--- config.mk ---
export PLATFORM = sky130hd
export DESIGN_NAME = nmea_sentence_checker_unit_flat
export DESIGN_NICKNAME = d
export VERILOG_FILES = /design/src/rtl/nsc_pkg.sv /design/src/rtl/nsc_in_if.sv /design/src/rtl/nsc_out_if.sv /design/src/rtl/nsc_front.sv /design/src/rtl/nsc_queue.sv /design/src/rtl/nsc_back.sv /design/src/rtl/nsc_pkg_unused_guard.sv /design/src/rtl/nmea_sentence_checker_unit.sv /design/src/flat_wrapper.sv
export SDC_FILE = /design/constraint.sdc
export NUM_CORES = 1
export LEC_CHECK = 0
export ABC_AREA = 0
export BUFFER_PORTS_ARGS = -buffer_cell sky130_fd_sc_hd__buf_2
export CAP_MARGIN = 10
export CORE_ASPECT_RATIO = 1.4
export CORE_UTILIZATION = 60
export DETAILED_ROUTE_END_ITERATION = 12
export PLACE_DENSITY = 0.77
export SYNTH_ARGS = -nofsm -noshare
export SYNTH_HDL_FRONTEND = slang
export SYNTH_SLANG_ARGS = --single-unit
--- constraint.sdc ---
create_clock -name clk -period 9.9 [get_ports clk]
set_input_delay 1.485 -clock clk [delete_from_list [all_inputs] [get_ports clk]]
set_output_delay 1.485 -clock clk [all_outputs]
set_load 0.01 [all_outputs]
--- src/rtl/nsc_pkg.sv ---
`timescale 1ns / 1ps
// ---------------------------------------------------------------------------
// nsc_pkg
// Shared constants, codes and types of the NMEA sentence checker.
// ---------------------------------------------------------------------------
package nsc_pkg;

  // Line framing
  localparam int unsigned LINE_LIMIT = 82;
  localparam int unsigned CNT_W      = 7;

  // End-of-line queue between front and back
  localparam int unsigned Q_DEPTH = 2;
  localparam int unsigned QA_W    = (Q_DEPTH > 1) ? $clog2(Q_DEPTH) : 1;
  localparam int unsigned QC_W    = $clog2(Q_DEPTH + 1);

  // Characters
  localparam logic [7:0] CH_DOLLAR = 8'h24;
  localparam logic [7:0] CH_STAR   = 8'h2A;
  localparam logic [7:0] CH_LF     = 8'h0A;
  localparam logic [7:0] CH_CR     = 8'h0D;

  // Header words (talker + sentence id), first character highest
  localparam logic [39:0] HDR_GPRMC = {"GP", "RMC"};
  localparam logic [39:0] HDR_GPGGA = {"GP", "GGA"};
  localparam logic [39:0] HDR_GPGSA = {"GP", "GSA"};
  localparam logic [39:0] HDR_GPGSV = {"GP", "GSV"};
  localparam logic [39:0] HDR_GPHDT = {"GP", "HDT"};
  localparam logic [39:0] HDR_SDDPT = {"SD", "DPT"};

  // Status codes
  localparam logic [2:0] ST_OK       = 3'd0;
  localparam logic [2:0] ST_NO_DOLLAR = 3'd1;
  localparam logic [2:0] ST_NO_STAR  = 3'd2;
  localparam logic [2:0] ST_MISMATCH = 3'd3;
  localparam logic [2:0] ST_TOO_LONG = 3'd4;

  // Sentence type codes
  localparam logic [2:0] TY_OTHER = 3'd0;
  localparam logic [2:0] TY_GPRMC = 3'd1;
  localparam logic [2:0] TY_GPGGA = 3'd2;
  localparam logic [2:0] TY_GPGSA = 3'd3;
  localparam logic [2:0] TY_GPGSV = 3'd4;
  localparam logic [2:0] TY_GPHDT = 3'd5;
  localparam logic [2:0] TY_SDDPT = 3'd6;

  // Snapshot of a line's state, taken when its CR LF completes
  typedef struct packed {
    logic              too_long;
    logic              bad_start;
    logic              star_seen;
    logic              digits_done;
    logic [7:0]        xor_sum;
    logic [15:0]       hex_digits;
    logic [39:0]       header;
    logic [CNT_W-1:0]  length;
  } line_rec_t;

  // Upper-case ASCII hex character of a nibble
  function automatic logic [7:0] hex_char(input logic [3:0] nib);
    logic [7:0] ext;
    ext = {4'b0000, nib};
    if (nib < 4'd10) return 8'h30 + ext;
    else             return 8'h37 + ext;
  endfunction

endpackage

--- src/rtl/nsc_in_if.sv ---
`timescale 1ns / 1ps
// ---------------------------------------------------------------------------
// nsc_in_if
// Byte channel into the checker: valid/ready handshake with one character.
// ---------------------------------------------------------------------------
interface nsc_in_if;
  logic       valid;
  logic       ready;
  logic [7:0] rx_byte;

  modport source (output valid, output rx_byte, input ready);
  modport sink   (input valid, input rx_byte, output ready);
endinterface

--- src/rtl/nsc_out_if.sv ---
`timescale 1ns / 1ps
// ---------------------------------------------------------------------------
// nsc_out_if
// Result channel: one record per framed line, valid/ready handshake.
// ---------------------------------------------------------------------------
interface nsc_out_if;
  logic                      valid;
  logic                      ready;
  logic [2:0]                status;
  logic [2:0]                sentence_type;
  logic [7:0]                computed_checksum;
  logic [nsc_pkg::CNT_W-1:0] line_length;

  modport source (output valid, output status, output sentence_type,
                  output computed_checksum, output line_length, input ready);
  modport sink   (input valid, input status, input sentence_type,
                  input computed_checksum, input line_length, output ready);
endinterface

--- src/rtl/nsc_front.sv ---
`timescale 1ns / 1ps
// ---------------------------------------------------------------------------
// nsc_front
// Per-byte framing: running XOR, header capture, checksum digits and line
// length. Emits a line snapshot on each CR LF.
// ---------------------------------------------------------------------------
module nsc_front (
  input  logic                  clk,
  input  logic                  rst_n,
  input  logic                  in_valid,
  input  logic [7:0]            in_byte,
  output logic                  in_ready,
  input  logic                  q_ready,
  output logic                  q_push,
  output nsc_pkg::line_rec_t    q_rec
);

  typedef enum logic [4:0] {
    PH_START = 5'b00001,
    PH_BODY  = 5'b00010,
    PH_HEX1  = 5'b00100,
    PH_HEX2  = 5'b01000,
    PH_TAIL  = 5'b10000
  } phase_t;

  localparam logic [nsc_pkg::CNT_W-1:0] LIMIT    = nsc_pkg::CNT_W'(nsc_pkg::LINE_LIMIT);
  localparam logic [nsc_pkg::CNT_W-1:0] HDR_FIRST = nsc_pkg::CNT_W'(1);
  localparam logic [nsc_pkg::CNT_W-1:0] HDR_LAST  = nsc_pkg::CNT_W'(5);

  phase_t                     phase_r, phase_nxt;
  logic [7:0]                 xor_r, xor_nxt;
  logic [nsc_pkg::CNT_W-1:0]  cnt_r, cnt_nxt, cnt_inc;
  logic [39:0]                hdr_r, hdr_nxt;
  logic [15:0]                hex_r, hex_nxt;
  logic                       bad_start_r, bad_start_nxt;
  logic                       too_long_r, too_long_nxt;
  logic                       star_r, star_nxt;
  logic                       cr_r, cr_nxt;
  logic                       take, sat, eol;

  assign in_ready = q_ready;
  assign take     = in_valid && in_ready;
  assign sat      = (cnt_r >= LIMIT);
  assign cnt_inc  = sat ? cnt_r : cnt_r + 1'b1;
  assign eol      = (in_byte == nsc_pkg::CH_LF) && cr_r;
  assign q_push   = take && eol;

  always_comb begin
    q_rec.too_long    = too_long_r | sat;
    q_rec.bad_start   = bad_start_r;
    q_rec.star_seen   = star_r;
    q_rec.digits_done = (phase_r == PH_TAIL);
    q_rec.xor_sum     = xor_r;
    q_rec.hex_digits  = hex_r;
    q_rec.header      = hdr_r;
    q_rec.length      = cnt_inc;
  end

  always_comb begin
    phase_nxt     = phase_r;
    xor_nxt       = xor_r;
    cnt_nxt       = cnt_r;
    hdr_nxt       = hdr_r;
    hex_nxt       = hex_r;
    bad_start_nxt = bad_start_r;
    too_long_nxt  = too_long_r;
    star_nxt      = star_r;
    cr_nxt        = cr_r;
    if (take) begin
      if (eol) begin
        // line done: snapshot goes to the queue, start afresh
        phase_nxt     = PH_START;
        xor_nxt       = '0;
        cnt_nxt       = '0;
        hdr_nxt       = '0;
        hex_nxt       = '0;
        bad_start_nxt = 1'b0;
        too_long_nxt  = 1'b0;
        star_nxt      = 1'b0;
        cr_nxt        = 1'b0;
      end else begin
        cnt_nxt      = cnt_inc;
        too_long_nxt = too_long_r | sat;
        if (cnt_r >= HDR_FIRST && cnt_r <= HDR_LAST) hdr_nxt = {hdr_r[31:0], in_byte};
        unique case (phase_r)
          PH_START: begin
            bad_start_nxt = (in_byte != nsc_pkg::CH_DOLLAR);
            phase_nxt     = PH_BODY;
          end
          PH_BODY: begin
            if (in_byte == nsc_pkg::CH_STAR) begin
              star_nxt  = 1'b1;
              phase_nxt = PH_HEX1;
            end else begin
              xor_nxt = xor_r ^ in_byte;
            end
          end
          PH_HEX1: begin
            hex_nxt   = {in_byte, 8'h00};
            phase_nxt = PH_HEX2;
          end
          PH_HEX2: begin
            hex_nxt   = {hex_r[15:8], in_byte};
            phase_nxt = PH_TAIL;
          end
          PH_TAIL: ;
          default: phase_nxt = PH_START;
        endcase
        cr_nxt = (in_byte == nsc_pkg::CH_CR);
      end
    end
  end

  always_ff @(posedge clk) begin
    if (!rst_n) begin
      phase_r     <= PH_START;
      xor_r       <= '0;
      cnt_r       <= '0;
      hdr_r       <= '0;
      hex_r       <= '0;
      bad_start_r <= 1'b0;
      too_long_r  <= 1'b0;
      star_r      <= 1'b0;
      cr_r        <= 1'b0;
    end else begin
      phase_r     <= phase_nxt;
      xor_r       <= xor_nxt;
      cnt_r       <= cnt_nxt;
      hdr_r       <= hdr_nxt;
      hex_r       <= hex_nxt;
      bad_start_r <= bad_start_nxt;
      too_long_r  <= too_long_nxt;
      star_r      <= star_nxt;
      cr_r        <= cr_nxt;
    end
  end

`ifndef ASSERT_OFF
  a_cnt_bound: assert property (@(posedge clk) disable iff (!rst_n)
    cnt_r <= LIMIT) else $error("line count beyond limit");
  a_star_phase: assert property (@(posedge clk) disable iff (!rst_n)
    star_r |-> (phase_r != PH_START && phase_r != PH_BODY))
    else $error("asterisk flagged but still in body");
`endif

endmodule

--- src/rtl/nsc_queue.sv ---
`timescale 1ns / 1ps
// ---------------------------------------------------------------------------
// nsc_queue
// Short FIFO of line snapshots between the framing front and the result back.
// ---------------------------------------------------------------------------
module nsc_queue (
  input  logic                clk,
  input  logic                rst_n,
  input  logic                push,
  input  nsc_pkg::line_rec_t  push_rec,
  output logic                not_full,
  input  logic                pop,
  output logic                head_valid,
  output nsc_pkg::line_rec_t  head_rec
);

  localparam logic [nsc_pkg::QA_W-1:0] LAST_SLOT = nsc_pkg::QA_W'(nsc_pkg::Q_DEPTH - 1);
  localparam logic [nsc_pkg::QC_W-1:0] FULL_CNT  = nsc_pkg::QC_W'(nsc_pkg::Q_DEPTH);

  nsc_pkg::line_rec_t          slot_r [nsc_pkg::Q_DEPTH];
  logic [nsc_pkg::QA_W-1:0]    wr_r, wr_nxt, rd_r, rd_nxt;
  logic [nsc_pkg::QC_W-1:0]    cnt_r, cnt_nxt;

  assign not_full   = (cnt_r != FULL_CNT);
  assign head_valid = (cnt_r != '0);
  assign head_rec   = slot_r[rd_r];

  always_comb begin
    wr_nxt  = wr_r;
    rd_nxt  = rd_r;
    cnt_nxt = cnt_r;
    if (push) wr_nxt = (wr_r == LAST_SLOT) ? '0 : wr_r + 1'b1;
    if (pop)  rd_nxt = (rd_r == LAST_SLOT) ? '0 : rd_r + 1'b1;
    if (push && !pop)      cnt_nxt = cnt_r + 1'b1;
    else if (pop && !push) cnt_nxt = cnt_r - 1'b1;
  end

  always_ff @(posedge clk) begin
    if (!rst_n) begin
      wr_r  <= '0;
      rd_r  <= '0;
      cnt_r <= '0;
    end else begin
      wr_r  <= wr_nxt;
      rd_r  <= rd_nxt;
      cnt_r <= cnt_nxt;
    end
  end

  always_ff @(posedge clk) begin
    if (push) slot_r[wr_r] <= push_rec;
  end

`ifndef ASSERT_OFF
  a_no_overflow: assert property (@(posedge clk) disable iff (!rst_n)
    push |-> not_full) else $error("transfer into full queue");
  a_no_underflow: assert property (@(posedge clk) disable iff (!rst_n)
    pop |-> head_valid) else $error("pop from empty queue");
  a_cnt_bound: assert property (@(posedge clk) disable iff (!rst_n)
    cnt_r <= FULL_CNT) else $error("queue count beyond depth");
`endif

endmodule

--- src/rtl/nsc_back.sv ---
`timescale 1ns / 1ps
// ---------------------------------------------------------------------------
// nsc_back
// Turns a line snapshot into status, sentence type and checksum, and holds
// the result in the output register until transferred.
// ---------------------------------------------------------------------------
module nsc_back (
  input  logic                       clk,
  input  logic                       rst_n,
  input  logic                       q_valid,
  input  nsc_pkg::line_rec_t         q_rec,
  output logic                       q_pop,
  output logic                       out_valid,
  input  logic                       out_ready,
  output logic [2:0]                 out_status,
  output logic [2:0]                 out_type,
  output logic [7:0]                 out_sum,
  output logic [nsc_pkg::CNT_W-1:0]  out_len
);

  logic                       valid_r;
  logic [2:0]                 status_r, status_nxt;
  logic [2:0]                 type_r, type_nxt;
  logic [7:0]                 sum_r, sum_nxt;
  logic [nsc_pkg::CNT_W-1:0]  len_r;
  logic [15:0]                want;

  assign q_pop = q_valid && (!valid_r || out_ready);
  assign want  = {nsc_pkg::hex_char(q_rec.xor_sum[7:4]),
                  nsc_pkg::hex_char(q_rec.xor_sum[3:0])};

  always_comb begin
    priority if (q_rec.too_long)                              status_nxt = nsc_pkg::ST_TOO_LONG;
    else if (q_rec.bad_start)                                 status_nxt = nsc_pkg::ST_NO_DOLLAR;
    else if (!q_rec.star_seen)                                status_nxt = nsc_pkg::ST_NO_STAR;
    else if (!q_rec.digits_done || q_rec.hex_digits != want) status_nxt = nsc_pkg::ST_MISMATCH;
    else                                                      status_nxt = nsc_pkg::ST_OK;

    type_nxt = nsc_pkg::TY_OTHER;
    if (status_nxt == nsc_pkg::ST_OK) begin
      priority case (q_rec.header)
        nsc_pkg::HDR_GPRMC: type_nxt = nsc_pkg::TY_GPRMC;
        nsc_pkg::HDR_GPGGA: type_nxt = nsc_pkg::TY_GPGGA;
        nsc_pkg::HDR_GPGSA: type_nxt = nsc_pkg::TY_GPGSA;
        nsc_pkg::HDR_GPGSV: type_nxt = nsc_pkg::TY_GPGSV;
        nsc_pkg::HDR_GPHDT: type_nxt = nsc_pkg::TY_GPHDT;
        nsc_pkg::HDR_SDDPT: type_nxt = nsc_pkg::TY_SDDPT;
        default:            type_nxt = nsc_pkg::TY_OTHER;
      endcase
    end

    // checksum only reported when the line got as far as the asterisk
    if (status_nxt == nsc_pkg::ST_OK || status_nxt == nsc_pkg::ST_MISMATCH)
      sum_nxt = q_rec.xor_sum;
    else
      sum_nxt = '0;
  end

  always_ff @(posedge clk) begin
    if (!rst_n) begin
      valid_r <= 1'b0;
    end else if (q_pop) begin
      valid_r <= 1'b1;
    end else if (out_ready) begin
      valid_r <= 1'b0;
    end
  end

  always_ff @(posedge clk) begin
    if (q_pop) begin
      status_r <= status_nxt;
      type_r   <= type_nxt;
      sum_r    <= sum_nxt;
      len_r    <= q_rec.length;
    end
  end

  assign out_valid  = valid_r;
  assign out_status = status_r;
  assign out_type   = type_r;
  assign out_sum    = sum_r;
  assign out_len    = len_r;

`ifndef ASSERT_OFF
  a_type_only_ok: assert property (@(posedge clk) disable iff (!rst_n)
    (valid_r && status_r != nsc_pkg::ST_OK) |-> (type_r == nsc_pkg::TY_OTHER))
    else $error("sentence type reported on a failed line");
  a_len_bound: assert property (@(posedge clk) disable iff (!rst_n)
    valid_r |-> (len_r <= nsc_pkg::CNT_W'(nsc_pkg::LINE_LIMIT)))
    else $error("line length beyond limit");
`endif

endmodule

--- src/rtl/nsc_pkg_unused_guard.sv ---
`timescale 1ns / 1ps
// ---------------------------------------------------------------------------
// nsc_len_guard
// Flags a queued line snapshot whose length cannot be a framed line: every
// snapshot closes on CR LF, so it is at least two bytes long.
// ---------------------------------------------------------------------------
module nsc_len_guard (
  input  logic                clk,
  input  logic                rst_n,
  input  logic                push,
  input  nsc_pkg::line_rec_t  push_rec,
  output logic                short_line
);

  localparam logic [nsc_pkg::CNT_W-1:0] MIN_LEN = nsc_pkg::CNT_W'(2);

  logic short_r;

  always_ff @(posedge clk) begin
    if (!rst_n) short_r <= 1'b0;
    else        short_r <= push && (push_rec.length < MIN_LEN);
  end

  assign short_line = short_r;

`ifndef ASSERT_OFF
  a_min_len: assert property (@(posedge clk) disable iff (!rst_n)
    !short_r) else $error("line shorter than CR LF queued");
`endif

endmodule

--- src/rtl/nmea_sentence_checker_unit.sv ---
`timescale 1ns / 1ps
// ---------------------------------------------------------------------------
// nmea_sentence_checker_unit
// NMEA 0183 line framer and checksum checker, one result per CR LF line.
// ---------------------------------------------------------------------------
// One received byte is taken every clock cycle unless the input stalls. The
// snapshot of a line enters the queue on the transfer of its terminating LF,
// and its result is loaded into the result register once that is free.
// The framing front runs a running XOR and a phase tracker; line
// snapshots pass through a two-entry queue to the result stage, so the input
// stalls only when two finished lines are still waiting behind a held result.
// Status: 0 ok, 1 no leading dollar, 2 no asterisk, 3 checksum mismatch,
// 4 line longer than the limit (length saturates at the limit).
module nmea_sentence_checker_unit (
  input  logic             clk,
  input  logic             rst_n,
  nsc_in_if.sink           in_ch,
  nsc_out_if.source        out_ch
);

  nsc_pkg::line_rec_t push_rec, head_rec;
  logic               push, not_full, pop, head_valid, short_line;

  nsc_front u_front (
    .clk      (clk),
    .rst_n    (rst_n),
    .in_valid (in_ch.valid),
    .in_byte  (in_ch.rx_byte),
    .in_ready (in_ch.ready),
    .q_ready  (not_full),
    .q_push   (push),
    .q_rec    (push_rec)
  );

  nsc_queue u_queue (
    .clk        (clk),
    .rst_n      (rst_n),
    .push       (push),
    .push_rec   (push_rec),
    .not_full   (not_full),
    .pop        (pop),
    .head_valid (head_valid),
    .head_rec   (head_rec)
  );

  nsc_len_guard u_guard (
    .clk        (clk),
    .rst_n      (rst_n),
    .push       (push),
    .push_rec   (push_rec),
    .short_line (short_line)
  );

  nsc_back u_back (
    .clk        (clk),
    .rst_n      (rst_n),
    .q_valid    (head_valid && !short_line) ,
    .q_rec      (head_rec),
    .q_pop      (pop),
    .out_valid  (out_ch.valid),
    .out_ready  (out_ch.ready),
    .out_status (out_ch.status),
    .out_type   (out_ch.sentence_type),
    .out_sum    (out_ch.computed_checksum),
    .out_len    (out_ch.line_length)
  );

endmodule

--- src/flat_wrapper.sv ---
// flat-port wrapper written by rule: the top's interface ports become plain ports
module nmea_sentence_checker_unit_flat 
  (clk, rst_n, in_ch_valid, in_ch_rx_byte, in_ch_ready, out_ch_valid, out_ch_status, out_ch_sentence_type, out_ch_computed_checksum, out_ch_line_length, out_ch_ready);
  nsc_in_if in_ch_i ();
  nsc_out_if out_ch_i ();
  input  logic clk;
  input  logic rst_n;
  input wire logic [$bits(in_ch_i.valid)-1:0] in_ch_valid;
  input wire logic [$bits(in_ch_i.rx_byte)-1:0] in_ch_rx_byte;
  output wire logic [$bits(in_ch_i.ready)-1:0] in_ch_ready;
  output wire logic [$bits(out_ch_i.valid)-1:0] out_ch_valid;
  output wire logic [$bits(out_ch_i.status)-1:0] out_ch_status;
  output wire logic [$bits(out_ch_i.sentence_type)-1:0] out_ch_sentence_type;
  output wire logic [$bits(out_ch_i.computed_checksum)-1:0] out_ch_computed_checksum;
  output wire logic [$bits(out_ch_i.line_length)-1:0] out_ch_line_length;
  input wire logic [$bits(out_ch_i.ready)-1:0] out_ch_ready;
  assign in_ch_i.valid = in_ch_valid;
  assign in_ch_i.rx_byte = in_ch_rx_byte;
  assign in_ch_ready = in_ch_i.ready;
  assign out_ch_valid = out_ch_i.valid;
  assign out_ch_status = out_ch_i.status;
  assign out_ch_sentence_type = out_ch_i.sentence_type;
  assign out_ch_computed_checksum = out_ch_i.computed_checksum;
  assign out_ch_line_length = out_ch_i.line_length;
  assign out_ch_i.ready = out_ch_ready;
  nmea_sentence_checker_unit u_core (.clk(clk), .rst_n(rst_n), .in_ch(in_ch_i), .out_ch(out_ch_i));
endmodule
==> results of run 1 <==
==> worst paths after layout <==
path	end	start	slack [ns]	cells past startpoint
worst min register to register	u_core.u_queue.slot_r[0][51]	u_core.u_front.hex_r[4]	0.45	0
worst max register to register	u_core.u_back.out_type[0]	flip-flop	6.60	9
worst max-delay path	u_core.u_queue.slot_r[0][17]	in_ch_rx_byte[2]	6.25	7
worst min-delay path	u_core.u_queue.slot_r[0][51]	u_core.u_front.hex_r[4]	0.45	0
==> critical path, cell delays in order <==
cell	delay (ns)
buf_2	0.14
nor4bb_1	0.33
and2_1	0.21
and3b_1	0.37
nand2_1	0.25
nor2_4	0.17
buf_4	0.77
==> where the power goes <==
group / leakage (nW) / internal (mW) / switching (mW)
Clock: 0.404 / 0.565 / 0.376
Sequential: 2.39 / 1.22 / 0.0535
Combinational: 1.17 / 0.158 / 0.268
==> routing by layer <==
layer	wire, um	global-route usage, %
met4	768	10.5
met5	0	0
met3	764	2.70
met1	8060	26.9
met2	11200	44.9
==> final cells by class <==
| class | count | area (sq um) |
|---|---|---|
| inverters | 16 | 60.1 |
| clock buffers | 27 | 632 |
| multi-input cells | 485 | 3260 |
| well taps | 203 | 254 |
| clock inverters | 15 | 191 |
| flip-flops and latches | 258 | 6880 |
| fillers | 1183 | 5310 |
| repair buffers | 41 | 223 |
==> flip-flops by register name, indices dropped and copies added (netlist names), 5 cells and up, named ones only <==
register and count:
u_core.u_back.out_len 7, u_core.u_back.out_sum 8, u_core.u_front.cnt_r 7, u_core.u_front.hdr_r 40, u_core.u_front.hex_r 16, u_core.u_front.phase_r 5, u_core.u_front.xor_r 8, u_core.u_queue.slot_r 150
==> through the flow <==
step           hold WS (ns)  cell area, sq um  power (mW)  setup WS, ns
2_1_floorplan         0.425             10400        1.60          4.03
3_3_place_gp          0.433             10700        1.70          5.90
3_5_place_dp          0.443             10700        1.71          5.81
4_1_cts               0.446             11500        2.65          6.29
5_1_grt               0.463             11500        2.74          6.08
6_report              0.447             11500        2.64          6.25
==> synth_stat cells, types with 5 or more instances <==
| library cell | instances | area share [%] |
|---|---|---|
| nor2b_1 | 60 | 3.6 |
| o21ai_0 | 19 | 0.92 |
| nand4_1 | 10 | 0.60 |
| nand2b_1 | 6 | 0.36 |
| nor3b_1 | 5 | 0.36 |
| o31ai_1 | 5 | 0.36 |
| and3_1 | 8 | 0.48 |
| a21oi_1 | 16 | 0.77 |
| xor2_1 | 15 | 1.3 |
| inv_1 | 16 | 0.58 |
| nor4b_1 | 8 | 0.68 |
| mux2i_1 | 24 | 2.3 |
| xnor2_1 | 16 | 1.4 |
| nor2_1 | 48 | 1.7 |
| a21boi_0 | 18 | 1.3 |
| nor3_1 | 11 | 0.53 |
| nor4_1 | 7 | 0.42 |
| a31oi_1 | 6 | 0.36 |
| clkbuf_1 | 22 | 0.80 |
| mux2_2 | 12 | 1.3 |
| nand3_1 | 20 | 0.97 |
| dfxtp_1 | 87 | 17 |
| and2_1 | 8 | 0.48 |
| edfxtp_1 | 171 | 50 |
| buf_2 | 6 | 0.29 |
| ha_1 | 6 | 0.72 |
| nand2_1 | 55 | 2.0 |
| a22oi_1 | 42 | 3.0 |
==> layout by cell type, fill, tap and decap left out, types with 12 or more instances in the layout <==
| cell type | Yosys | layout |
|---|---|---|
| dfxtp_1 | 87 | 86 |
| nor2b_1 | 60 | 59 |
| xnor2_1 | 16 | 16 |
| xor2_1 | 15 | 15 |
| o21ai_0 | 19 | 19 |
| a21boi_0 | 18 | 18 |
| a21oi_1 | 16 | 16 |
| nor2_1 | 48 | 46 |
| mux2_2 | 12 | 12 |
| clkbuf_16 | 0 | 24 |
| nand3_1 | 20 | 20 |
| mux2i_1 | 24 | 24 |
| a22oi_1 | 42 | 42 |
| inv_1 | 16 | 16 |
| nand2_1 | 55 | 55 |
| buf_2 | 6 | 34 |
| edfxtp_1 | 171 | 171 |
==> cells by family after synthesis <==
| kind of cell | count (synthesis) | synth area share [%] |
|---|---|---|
| DFF | 258 | 66.4 |
| adders and majority gates | 6 | 0.724 |
| and+or+nand+nor | 271 | 14.5 |
| buffers and inverters | 51 | 2.28 |
| AOI/OAI and AO/OA | 140 | 9.77 |
| xor gates and xnor gates | 31 | 2.62 |
| muxes | 37 | 3.75 |
==> impl_metrics.yaml, run 1 <==
status:
  status: "complete, no violations"
floorplan:
  die_w_um: 113
  start_util_pct: 61.6
  die_h_um: 158
  die_area_sq_um: 17800
  core_sq_um: 16800
  io-pin-count: 35
  placementRows: 56
placement:
  dp.cells: 1003
  hpwl_um: 13700
  place.gp.congestion: 0.866
  portBuffers: 34
cts:
  clockBufferDepth: 3
  path_clk_slew_ns: 0.07
  cts-root-buf: "clkbuf_16"
  htree_levels: 1
  insertion_delay_ns: 0.50
  cts_tree: "built"
  hold_buffers: 0
  cts-resized-gates: 0
  cts_made_buffers: 23
  clock_sinks: 258
  cts_setup_buffers: 0
timing:
  final_hold_viol_count: 0
  fin_crit_sh_pct: 36.9
  skew_ns: 0.0118
  final.setup.tns_ns: 0
  fin_crit_ns: 3.65
  worst_slew_pin_slew_ns: 1.00
  maxSlewViolCount: 0
  max_freq_mhz: 274
  setup_viol: 0
  slew_headroom_pct: 32.9
  rsz0062_at_grt: "no"
yosys:
  ys_ff_latch: 258
  syn_area_per_cell_sq_um: 13.1
  netlist-cell-type-count: 68
  syn_area_sq_um: 10400
  syn-num-nets: 812
  synth_edf_count: 171
  postSynth.asyncResetShare_pct: 0
  synthCells: 794
  ys_warn_count: 0
  synth_top_flop_cell: "edfxtp_1"
  yosysSeqAreaShare_pct: 66.4
final_layout:
  layout.nets: 843
  drive_gt1_share_pct: 13.4
  stdcell_count: 1045
  diodes: 0
  finish.utilization_pct: 68.4
  areaGrowthSynthToFinish_pct: 11.0
critical_path:
  required_ns: 10.02
  criticalPathCategory: "in2reg"
  arrival_ns: 3.77
  critPathMaxFanout: 75
  startpoint_type: "input port"
  crit_path_end_kind: "flip-flop"
global_route:
  antenna_found_initial: 0
  grt_overflow: 0
  grt_pass1_wl_um: 32700
  grt_pass1_vias: 6496
  grt_max_degree: 76
  gr-usage-all-layers_pct: 23.8
detailed_routing:
  wl_per_cell_um: 19.9
  drt_wl_total_um: 20800
  dr.pass1.iters: 5
  drtAntennaViolNets: 0
  drc: 0
  dr_total_vias: 6402
  drt_iter0_markers: 439
  viasPerCell: 6.13
flow_run:
  drv_cap: 0
power_and_ir_drop:
  peakVddDrop_mv: 0.173
  power_density_nw_per_um2: 229
  total_leakage_power_nw: 3.96
worst_hold_path:
  hp-class: "reg2reg"
(Power assumes the default switching activity.)
==> run 2: changes to the inputs <==
--- a/config.mk
+++ b/config.mk
@@ -9,9 +9,9 @@
 export BUFFER_PORTS_ARGS = -buffer_cell sky130_fd_sc_hd__buf_2
 export CAP_MARGIN = 10
 export CORE_ASPECT_RATIO = 1.4
-export CORE_UTILIZATION = 60
+export CORE_UTILIZATION = 55
 export DETAILED_ROUTE_END_ITERATION = 12
-export PLACE_DENSITY = 0.77
+export PLACE_DENSITY = 0.75
 export SYNTH_ARGS = -nofsm -noshare
 export SYNTH_HDL_FRONTEND = slang
 export SYNTH_SLANG_ARGS = --single-unit
==> constraint.sdc (replaced) <==
create_clock -name clk -period 3.2 [get_ports clk]
set_input_delay 0.48 -clock clk [delete_from_list [all_inputs] [get_ports clk]]
set_output_delay 0.48 -clock clk [all_outputs]
set_load 0.01 [all_outputs]
==> run 2 against run 1 <==
Net effect: via count increased by 2.0%; critical endpoint is now u_core.u_back.out_type[1]; sequential share of layout area decreased by 0.30 points; final area increased by 0.51%; sequential power increased to 3.1 times the previous value; total power increased to 3.0 times the previous value; die area increased by 9.0%; first-iteration DRC count decreased by 0.23%; flip-flop and latch count unchanged.
==> impl_metrics.yaml, run 2 (synthesis results as in run 1) <==
worst_hold_path:
  min_from: "out_ch_ready"
  hp-class: "in2reg"
final_layout:
  largest-register: "u_core.u_queue.slot_r"
  largest_reg_flops: 150
  reg_top3: "u_core.u_queue.slot_r: 150 flops, u_core.u_front.hdr_r: 40 flops, u_core.u_front.hex_r: 16 flops"
  seq_area_sq_um: 6880
  nFillCells: 1354
  layout.nets: 850
  final_common_cell: "edfxtp_1"
  areaGrowthSynthToFinish_pct: 11.6
  diodes: 0
  finish.utilization_pct: 62.4
  drive_gt1_share_pct: 13.4
  multi_input_area_sq_um: 3270
  mostFrequentLayoutCells: "171 x edfxtp_1, 86 x dfxtp_1, 59 x nor2b_1"
  stdcell_count: 1092
global_route:
  gr-usage-all-layers_pct: 21.3
  grt_overflow: 0
  antenna_found_initial: 0
  grt_max_degree: 76
  grt_pass1_vias: 6470
  grt_pass1_wl_um: 32900
power_and_ir_drop:
  p_sw_mw: 2.14
  peakVddDrop_mv: 0.641
  pwr-share-clk_pct: 34.0
  intPower_mw: 5.83
  total_leakage_power_nw: 3.96
  power_density_nw_per_um2: 689
  swShare_pct: 26.8
  power_mw: 7.96
  combPwrFrac_pct: 17.0
  seqPwrFrac_pct: 49.0
placement:
  portBuffers: 34
  place.gp.congestion: 0.957
  hpwl_um: 13600
  dp.cells: 1051
floorplan:
  io-pin-count: 35
  die_area_sq_um: 19400
  die_w_um: 118
  core_sq_um: 18500
  placementRows: 59
  start_util_pct: 55.9
  die_h_um: 164
critical_path:
  required_ns: 3.56
  critPathMaxFanout: 22
  crit_path_end_kind: "flip-flop"
  crit_chain: "mux2i_1 > ha_1 > inv_1 > a211oi_1 > a211o_1 > mux2i_1 > o32a_1 > or4_4 > a21oi_1"
  critPathMaxStageDelay_ns: 0.53
  worstSetupEndpoint: "u_core.u_back.out_type[1]"
  critical_path.most_common_cell: "mux2i_1"
  criticalPathCategory: "reg2reg"
  worstReg2RegEnd: "u_core.u_back.out_type[1]"
  worstRegToRegCells: 9
  arrival_ns: 3.34
  rrSetupSlack_ns: 0.21
  startpoint_type: "flip-flop"
  slowest_stage: "dfxtp_4"
detailed_routing:
  drtAntennaViolNets: 0
  dr_total_vias: 6530
  drc: 0
  dr.pass1.iters: 5
  wl_per_cell_um: 18.9
  drt_wl_total_um: 20600
  drt_iter0_markers: 438
  viasPerCell: 5.98
cts:
  clock_sinks: 258
  cts-root-buf: "clkbuf_16"
  cts-resized-gates: 0
  hold_buffers: 0
  cts_tree: "built"
  cts_made_buffers: 23
  path_clk_slew_ns: 0.07
  clockBufferDepth: 3
  htree_levels: 1
  cts_setup_buffers: 0
  insertion_delay_ns: 0.51
timing:
  max_freq_mhz: 335
  rsz0062_at_grt: "no"
  maxSlewViolCount: 0
  worst_slew_pin_slew_ns: 0.836
  final_hold_viol_count: 0
  hold_slack_ns: 0.284
  fin_crit_sh_pct: 93.3
  skew_ns: 0.0147
  final.setup.tns_ns: 0
  slew_headroom_pct: 44.2
  setup_viol: 0
  fin_crit_ns: 2.99
flow_run:
  drv_cap: 0
status:
  status: "complete, no violations"
run 2: changes by cell type in the layout (fill, tap and decap cells not counted), sizes merged:
cell / previous run / this run
buf: 41 / 48
bufinv: 4 / 2
clkinv: 8 / 7
clkbuf: 27 / 31
inv: 17 / 16
clkinvlp: 2 / 1
run 2: critical path: cells and delay by family (launching register included):
kind	cells	cell delay, ns
muxes	2	0.47
AOI/OAI and AO/OA	4	0.97
buffers and inverters	1	0.09
DFF	1	0.53
and+or+nand+nor	1	0.53
adders and majority gates	1	0.24
run 2: area by class of cell:
class                   instances  area share (%)
flip-flops and latches        258            59.5
multi-input cells             485            28.3
clock buffers                  31            5.51
repair buffers                 48            2.71
well taps                     244            2.64
clock inverters                10           0.876
inverters                      16           0.519
run 2: power by group through the flow:
stage | Combinational [mW] | Sequential (mW) | Clock [mW]
6_report | 1.35 | 3.90 | 2.71
5_1_grt | 1.48 | 3.92 | 2.87
4_1_cts | 1.36 | 3.90 | 2.75
3_5_place_dp | 1.35 | 3.97 | 0
3_3_place_gp | 1.29 | 3.96 | 0
2_1_floorplan | 1.00 | 3.97 | 0
run 2: worst min-delay path by stage:
stage	endpoint	cells past startpoint
6_report	u_core.u_back.out_valid	3
5_1_grt	u_core.u_back.out_valid	3
4_1_cts	u_core.u_back.out_valid	3
3_5_place_dp	u_core.u_queue.slot_r[0][42]	0
3_3_place_gp	u_core.u_queue.slot_r[1][61]	0
2_1_floorplan	u_core.u_queue.slot_r[0][47]	0
run 2: layer usage:
layer	part of all wire, %	wire, um	up-vias	track usage, %
met4	2.5	524	0	8.45
li1	-	-	3032	-
met2	51	10500	222	37.6
met5	0	0	-	0
met1	41	8520	3235	26.5
met3	5.5	1130	41	2.69
run 2: through the flow:
stage          worst slack, ns  instance area [sq um]
6_report                 0.215                  11600
4_1_cts                  0.212                  11600
3_5_place_dp             0.214                  10800
2_1_floorplan          0.00951                  10400
5_1_grt                 0.0563                  11600
3_3_place_gp             0.364                  10800
